==> src/design/lfe_pkg.sv <==
// Shared types and constants for the LED fade envelope.
package lfe_pkg;

  typedef enum logic [1:0] {
    MODE_OFF  = 2'd0,
    MODE_ON   = 2'd1,
    MODE_FIN  = 2'd2,
    MODE_FOUT = 2'd3
  } mode_t;

  localparam logic OP_TICK  = 1'b0;
  localparam logic OP_START = 1'b1;

  localparam logic [7:0] ALPHA_MAX = 8'd255;
  localparam logic [7:0] ALPHA_MIN = 8'd0;

  localparam int DUR_RESET = 1000;

endpackage

==> src/design/led_fade_envelope.sv <==
// LED fade envelope: mode sequencer around one shared serial divider.
//
//   channel | direction | ports
//   --------+-----------+-------------------------------------------------
//   in      | input     | in_valid, in_stall, in_operation, in_delta_time,
//           |           | in_new_mode
//   out     | output    | out_valid, out_stall, out_alpha, out_mode, out_active
//   cfg     | input     | cfg_wr_en, cfg_wr_data (fade length in ticks)
//
// A transaction that needs no division (tick outside a fade, tick that ends a
// fade, start of off or on) goes from S_EXEC straight to S_OUT. A tick inside
// a fade, or a start of fade-in or fade-out, also passes through S_DIV for the
// divider start, one pass of the serial divider and its finish. The next
// transaction is taken only once the result is loaded and the block is idle.
// Reset gives mode on, alpha 255, elapsed time 0 and duration 1000.
// in_stall is high from accept until the result is loaded into the output
// register; a held result on a stalled output holds the sequencer too.
module led_fade_envelope #(
  parameter int TIME_BITS = 16
) (
  input  logic                 clk,
  input  logic                 rst_n,
  input  logic                 cfg_wr_en,
  input  logic [TIME_BITS-1:0] cfg_wr_data,
  input  logic                 in_valid,
  output logic                 in_stall,
  input  logic                 in_operation,
  input  logic [TIME_BITS-1:0] in_delta_time,
  input  logic [1:0]           in_new_mode,
  output logic                 out_valid,
  input  logic                 out_stall,
  output logic [7:0]           out_alpha,
  output logic [1:0]           out_mode,
  output logic                 out_active
);

  localparam int DVD_W = TIME_BITS + 8;
  localparam int ET_W  = TIME_BITS + 1;

  typedef enum logic [1:0] {S_IDLE, S_EXEC, S_DIV, S_OUT} state_t;

  state_t                 state_r;
  lfe_pkg::mode_t         mode_r;
  logic [ET_W-1:0]        elapsed_r;
  logic [7:0]             alpha_r;
  logic [TIME_BITS-1:0]   dur_r;

  logic                   op_r;
  logic [TIME_BITS-1:0]   delta_r;
  logic [1:0]             req_r;
  logic                   ramp_r;

  logic                   div_start_r;
  logic [DVD_W-1:0]       div_dividend_r;
  logic [TIME_BITS-1:0]   div_divisor_r;
  logic                   div_done;
  logic [DVD_W-1:0]       div_quotient;

  logic                   out_valid_r;
  logic [7:0]             out_alpha_r;
  logic [1:0]             out_mode_r;
  logic                   out_active_r;

  logic [ET_W:0]          tsum;
  logic [ET_W-1:0]        tsat;
  logic                   fade_end;
  logic [DVD_W-1:0]       ramp_dividend;
  logic [7:0]             mul_a;
  logic [DVD_W-1:0]       resume_prod;
  logic                   out_free;

  always_comb begin
    tsum          = {1'b0, elapsed_r} + {2'b00, delta_r};
    tsat          = tsum[ET_W] ? {ET_W{1'b1}} : tsum[ET_W-1:0];
    fade_end      = (tsat >= {1'b0, dur_r});
    // t*255 as (t << 8) - t; t < duration here, so t fits TIME_BITS bits
    ramp_dividend = {tsat[TIME_BITS-1:0], 8'd0} - {8'd0, tsat[TIME_BITS-1:0]};
    mul_a         = (lfe_pkg::mode_t'(req_r) == lfe_pkg::MODE_FIN) ?
                    alpha_r : (lfe_pkg::ALPHA_MAX - alpha_r);
    resume_prod   = DVD_W'(mul_a * dur_r);
    out_free      = !out_valid_r || !out_stall;
  end

  lfe_divider #(
    .DIVIDEND_W (DVD_W),
    .DIVISOR_W  (TIME_BITS)
  ) u_div (
    .clk      (clk),
    .rst_n    (rst_n),
    .start    (div_start_r),
    .dividend (div_dividend_r),
    .divisor  (div_divisor_r),
    .done     (div_done),
    .quotient (div_quotient)
  );

  always_ff @(posedge clk) begin
    if (!rst_n) begin
      dur_r <= TIME_BITS'(lfe_pkg::DUR_RESET);
    end else if (cfg_wr_en) begin
      dur_r <= cfg_wr_data;
    end
  end

  always_ff @(posedge clk) begin
    if (!rst_n) begin
      state_r      <= S_IDLE;
      mode_r       <= lfe_pkg::MODE_ON;
      elapsed_r    <= '0;
      alpha_r      <= lfe_pkg::ALPHA_MAX;
      div_start_r  <= 1'b0;
      out_valid_r  <= 1'b0;
      op_r         <= lfe_pkg::OP_TICK;
      delta_r      <= '0;
      req_r        <= '0;
      ramp_r       <= 1'b0;
      div_dividend_r <= '0;
      div_divisor_r  <= '0;
      out_alpha_r  <= '0;
      out_mode_r   <= '0;
      out_active_r <= 1'b0;
    end else begin
      div_start_r <= 1'b0;
      if (out_valid_r && !out_stall) begin
        out_valid_r <= 1'b0;
      end

      unique case (state_r)
        S_IDLE: begin
          if (in_valid) begin
            op_r    <= in_operation;
            delta_r <= in_delta_time;
            req_r   <= in_new_mode;
            state_r <= S_EXEC;
          end
        end

        S_EXEC: begin
          state_r <= S_OUT;
          if (op_r == lfe_pkg::OP_TICK) begin
            if (mode_r == lfe_pkg::MODE_FIN || mode_r == lfe_pkg::MODE_FOUT) begin
              if (fade_end) begin
                elapsed_r <= '0;
                if (mode_r == lfe_pkg::MODE_FIN) begin
                  mode_r  <= lfe_pkg::MODE_ON;
                  alpha_r <= lfe_pkg::ALPHA_MAX;
                end else begin
                  mode_r  <= lfe_pkg::MODE_OFF;
                  alpha_r <= lfe_pkg::ALPHA_MIN;
                end
              end else begin
                // alpha = t*255/duration
                elapsed_r      <= tsat;
                div_dividend_r <= ramp_dividend;
                div_divisor_r  <= dur_r;
                div_start_r    <= 1'b1;
                ramp_r         <= 1'b1;
                state_r        <= S_DIV;
              end
            end
          end else begin
            unique case (lfe_pkg::mode_t'(req_r))
              lfe_pkg::MODE_OFF: begin
                mode_r  <= lfe_pkg::MODE_OFF;
                alpha_r <= lfe_pkg::ALPHA_MIN;
              end
              lfe_pkg::MODE_ON: begin
                mode_r    <= lfe_pkg::MODE_ON;
                elapsed_r <= '0;
                alpha_r   <= lfe_pkg::ALPHA_MAX;
              end
              lfe_pkg::MODE_FIN, lfe_pkg::MODE_FOUT: begin
                // resume point: t = alpha*duration/255 (or 255-alpha)
                mode_r         <= lfe_pkg::mode_t'(req_r);
                div_dividend_r <= resume_prod;
                div_divisor_r  <= TIME_BITS'(lfe_pkg::ALPHA_MAX);
                div_start_r    <= 1'b1;
                ramp_r         <= 1'b0;
                state_r        <= S_DIV;
              end
            endcase
          end
        end

        S_DIV: begin
          if (div_done) begin
            if (ramp_r) begin
              alpha_r <= (mode_r == lfe_pkg::MODE_FIN) ? div_quotient[7:0] :
                         (lfe_pkg::ALPHA_MAX - div_quotient[7:0]);
            end else begin
              elapsed_r <= {1'b0, div_quotient[TIME_BITS-1:0]};
            end
            state_r <= S_OUT;
          end
        end

        S_OUT: begin
          if (out_free) begin
            out_valid_r  <= 1'b1;
            out_alpha_r  <= alpha_r;
            out_mode_r   <= mode_r;
            out_active_r <= (mode_r != lfe_pkg::MODE_OFF);
            state_r      <= S_IDLE;
          end
        end
      endcase
    end
  end

  assign in_stall   = (state_r != S_IDLE);
  assign out_valid  = out_valid_r;
  assign out_alpha  = out_alpha_r;
  assign out_mode   = out_mode_r;
  assign out_active = out_active_r;

endmodule

==> src/design/lfe_divider.sv <==
// Bit-serial restoring divider, one quotient bit per cycle.
module lfe_divider #(
  parameter int DIVIDEND_W = 24,
  parameter int DIVISOR_W  = 16
) (
  input  logic                  clk,
  input  logic                  rst_n,
  input  logic                  start,
  input  logic [DIVIDEND_W-1:0] dividend,
  input  logic [DIVISOR_W-1:0]  divisor,
  output logic                  done,
  output logic [DIVIDEND_W-1:0] quotient
);

  localparam int CNT_W = $clog2(DIVIDEND_W + 1);

  logic [CNT_W-1:0]      count_r;
  logic                  done_r;
  logic [DIVIDEND_W-1:0] dvd_r;
  logic [DIVISOR_W-1:0]  dsr_r;
  logic [DIVISOR_W-1:0]  rem_r;

  logic [DIVISOR_W:0]    trial;
  logic [DIVISOR_W:0]    diff;
  logic                  ge;

  always_comb begin
    trial = {rem_r, dvd_r[DIVIDEND_W-1]};
    ge    = (trial >= {1'b0, dsr_r});
    diff  = trial - {1'b0, dsr_r};
  end

  always_ff @(posedge clk) begin
    if (!rst_n) begin
      count_r <= '0;
      done_r  <= 1'b0;
    end else begin
      done_r <= 1'b0;
      if (start) begin
        count_r <= CNT_W'(DIVIDEND_W);
      end else if (count_r != '0) begin
        count_r <= count_r - 1'b1;
        if (count_r == CNT_W'(1)) begin
          done_r <= 1'b1;
        end
      end
    end
  end

  // quotient bits shift in behind the dividend bits as they are consumed
  always_ff @(posedge clk) begin
    if (start) begin
      dvd_r <= dividend;
      dsr_r <= divisor;
      rem_r <= '0;
    end else if (count_r != '0) begin
      dvd_r <= {dvd_r[DIVIDEND_W-2:0], ge};
      rem_r <= ge ? diff[DIVISOR_W-1:0] : trial[DIVISOR_W-1:0];
    end
  end

  assign done     = done_r;
  assign quotient = dvd_r;

endmodule

==> config.mk <==
export PLATFORM = sky130hd
export DESIGN_NAME = led_fade_envelope
export DESIGN_NICKNAME = d
export VERILOG_FILES = /design/src/design/lfe_pkg.sv /design/src/design/led_fade_envelope.sv /design/src/design/lfe_divider.sv
export SDC_FILE = /design/constraint.sdc
export NUM_CORES = 1
export LEC_CHECK = 0
export BUFFER_PORTS_ARGS = -buffer_cell sky130_fd_sc_hd__buf_4
export CAP_MARGIN = 0
export CORE_MARGIN = 1
export CORE_UTILIZATION = 65
export CTS_BUF_LIST = sky130_fd_sc_hd__clkbuf_2
export DETAILED_ROUTE_END_ITERATION = 16
export PLACE_DENSITY = 0.83
export SYNTH_ARGS = -nofsm -noshare
export SYNTH_HDL_FRONTEND = slang
export SYNTH_SLANG_ARGS = --single-unit
==> constraint.sdc <==
create_clock -name clk -period 6.3 [get_ports clk]
set_input_delay 0.315 -clock clk [delete_from_list [all_inputs] [get_ports clk]]
set_output_delay 0.315 -clock clk [all_outputs]
set_load 0.05 [all_outputs]
==> reports/summary.txt <==
Die Area = 22700 um^2
Seq. cell area = 4010 um^2
critical path class = flop to flop
Post CTS Setup Buffer Count = 0
# IOs = 53
Multi-input gate area = 9510 um^2
final setup vio count = 0
via count = 12.3k
Initial DRC Count = 846
wire per inst = 17.8 um
outcome = complete, no violations
arrival time at the worst endpoint = 6590 ps
vias per cell = 6.06
endpoint class of the critical path = flop
proportion of layout cells with a drive suffix above 1 = 9.47%
clock slew at reported path FFs = 290 ps
synthesis-to-layout area growth = 11.3%
Slew Limit Fails = 0
crit path max fanout = 10
Fin Setup TNS = 0 ps
Worst path max stage delay = 540 ps
R2R depth = 20
Die Span Y = 151 um
Most Frequent Cell on Critical Path = fa_1
number of synthesized flops with an enable pin = 40
final RePlAce weighted congestion = 0.951
vias in the first global route = 12.2k
Fill cells = 1612
crit-path leading delay family = adder cells
Synthesized Nets = 1900
Initial Util = 66.0%
Slew headroom = 18.3%
Worst Path Buf+Inv = 4
Max Cap Violations = 0
FP Rows = 54
largest net degree at the start of global routing = 80
Worst-Margin Slew = 1210 ps
Synth cell types = 81
Worst path slowest cell = fa_1
H-tree depth = 4
Hold Slack = 240 ps
sequential area share after synthesis = 27.9%
synthesized instance count = 1665
Skew-Pair Late Insertion Delay = 850 ps
ys flop type = dfxtp_1
Period minus WS final = 5900 ps
GRT overflow = 0
number of cells on the critical path = 20
RSZ-0062 raised after global routing = false
TritonCTS Sinks = 180
drt total wl = 36300 um
commonest non-fill, non-tap cell in the layout = nand2_1
Async SR Flop Fraction = 0%
drc violations = 0
Syn Area/Cell = 8.62 um^2
clock skew = 49.3 ps
number of buffers created by CTS = 17
antenna viol nets, final = 0
Core ar. = 21800 um^2
YS warnings = 0
Post-DP Area = 15000 um^2
Worst Path Required = 7000 ps
Final #Nets = 1975
commonest non-fill, non-tap cells in the layout = 196 x nand2_1, 169 x inv_1, 137 x dfxtp_1
worst hold path cell count = 4
gr usage total = 33.7%
synthesized cell area = 14400 um^2
die width = 151 um
Design Area, Final = 16000 um^2
flops & latches, synth = 180
Port Buf Inserts = 52
max frequency = 170 MHz
CTS root buffer = clkbuf_2
Fin. Hold Viols = 0
TritonCTS clock tree = yes
Final Cycle Share = 93.6%
fin cells = 2035
initial antenna violation count = 1
Pre-antenna DRT Iters = 5
CP Cell Sequence = nor2b_1, buf_4, xnor2_4, buf_4, and2_1, fa_1, fa_1, fa_1, inv_1, fa_1, inv_1, ha_1, and3_1, a211oi_1, a31oi_1, a41o_1, o32ai_1, xor2_1, a2bb2oi_1, a21oi_1
hpwl dp = 25900 um
Worst Setup Start Kind = flop
first-pass GRT wire length = 59400 um
Bufs on Longest Clock Path = 2
Hold WC Path Type = primary input to flop
number of cells after detailed placement = 1939
-- per-layer routing --
metal | part of all wire, % | global-route usage [%] | wire (um) | vias to the layer above
li1 | - | - | - | 5867
met1 | 42 | 42.9 | 15400 | 5929
met2 | 47 | 55.5 | 17200 | 436
met3 | 6.3 | 6.00 | 2300 | 105
met4 | 3.8 | 15.7 | 1360 | 0
met5 | 0 | 0 | 0 | -
-- cell families (layout without fill, tap and decap cells) --
group           after synthesis  count (layout)  share of synthesized area (%)
simple gates                540             540                           18.7
xor+xnor                     68              68                           4.15
flops                       180             180                           27.9
fa+ha+maj                   195             195                           21.5
compound gates              377             377                           17.1
buf+inv                     250             338                           6.67
other cells                   0               2                              0
mux                          55              55                           4.05
-- synth_stat cells, types with 7 or more instances --
cell type  instances  area share [%]
inv_1            169             4.4
o21ai_0           68             2.4
nor3b_1            7            0.37
mux2i_1           30             2.1
mux2_2            25             2.0
and3_1             8            0.35
a22oi_1           13            0.68
o211ai_1          15            0.78
nor2_1           104             2.7
fa_1              86              12
dfxtp_1          140              20
xor2_1            21             1.3
ha_1             109             9.5
nand3_1           17            0.59
and4_1             9            0.55
o21bai_1           8            0.42
xnor2_1           47             2.9
edfxtp_1          40             8.4
a31oi_1           11            0.48
a21oi_1          125             4.4
o21a_1            14            0.73
clkbuf_1          66             1.7
or3_1             18            0.78
and2_1            94             4.1
nand4_1            7            0.30
nor2b_1           11            0.48
o311ai_0          11            0.67
a211oi_1          40             2.1
a21o_1            17            0.89
nor3_1            24            0.84
nand2_1          196             5.1
nand2b_1          13            0.57
-- stage by stage --
step / setup slack, ps / util, %
6_report: 402 / 73.4
5_1_grt: 12.5 / 73.4
4_1_cts: 30.6 / 73.0
3_5_place_dp: -81.7 / 68.7
3_3_place_gp: 142 / 68.7
2_1_floorplan: 613 / -
-- layout make-up --
type	instances	area share, %
clock buffer	17	0.533
inverter	170	3.99
tap	280	2.19
antenna	2	0.0313
clock inverter	15	1.31
sequential	180	25.1
timing repair buffer	136	7.36
multi-input combinational	1235	59.5
-- worst paths after layout --
kind	startpoint	endpoint	slack (ps)
worst min register to register	div_divisor_r[14]	u_div.dsr_r[14]	440
worst max register to register	req_r[1]	div_dividend_r[22]	400
worst min-delay path	in_delta_time[7]	delta_r[7]	240
worst max-delay path	req_r[1]	div_dividend_r[22]	400
-- registers in the layout, summed over array words and instances, names as in the netlist --
register,count
alpha_r,8
delta_r,16
div_dividend_r,24
div_divisor_r,16
div_start_r,1
dur_r,16
elapsed_r,17
mode_r,2
op_r,1
out_active,1
out_alpha,8
out_mode,2
out_valid,1
ramp_r,1
req_r,2
state_r,2
u_div.count_r,5
u_div.done,1
u_div.dsr_r,16
u_div.quotient,24
u_div.rem_r,16
-- worst reg2reg max path, stage by stage (launching register included) --
cell and delay (ps):
dfxtp_2 440, nor2b_1 150, buf_4 320, xnor2_4 220, buf_4 240, and2_1 170, fa_1 450, fa_1 520
fa_1 540, inv_1 50, fa_1 530, inv_1 40, ha_1 330, and3_1 200, a211oi_1 270, a31oi_1 220
a41o_1 320, o32ai_1 330, xor2_1 170, a2bb2oi_1 170, a21oi_1 90
-- what timing repair did --
item	CTS	global route
pin swaps	0	0
endpoints found under the hold margin	78	0
hold buffers	62	0
gates resized for setup	1	11
endpoints found under the setup margin	3	4
Power is left out: the tool's default activity adds up to more than one toggle a clock period on the data nets, which glitch-free logic cannot reach.
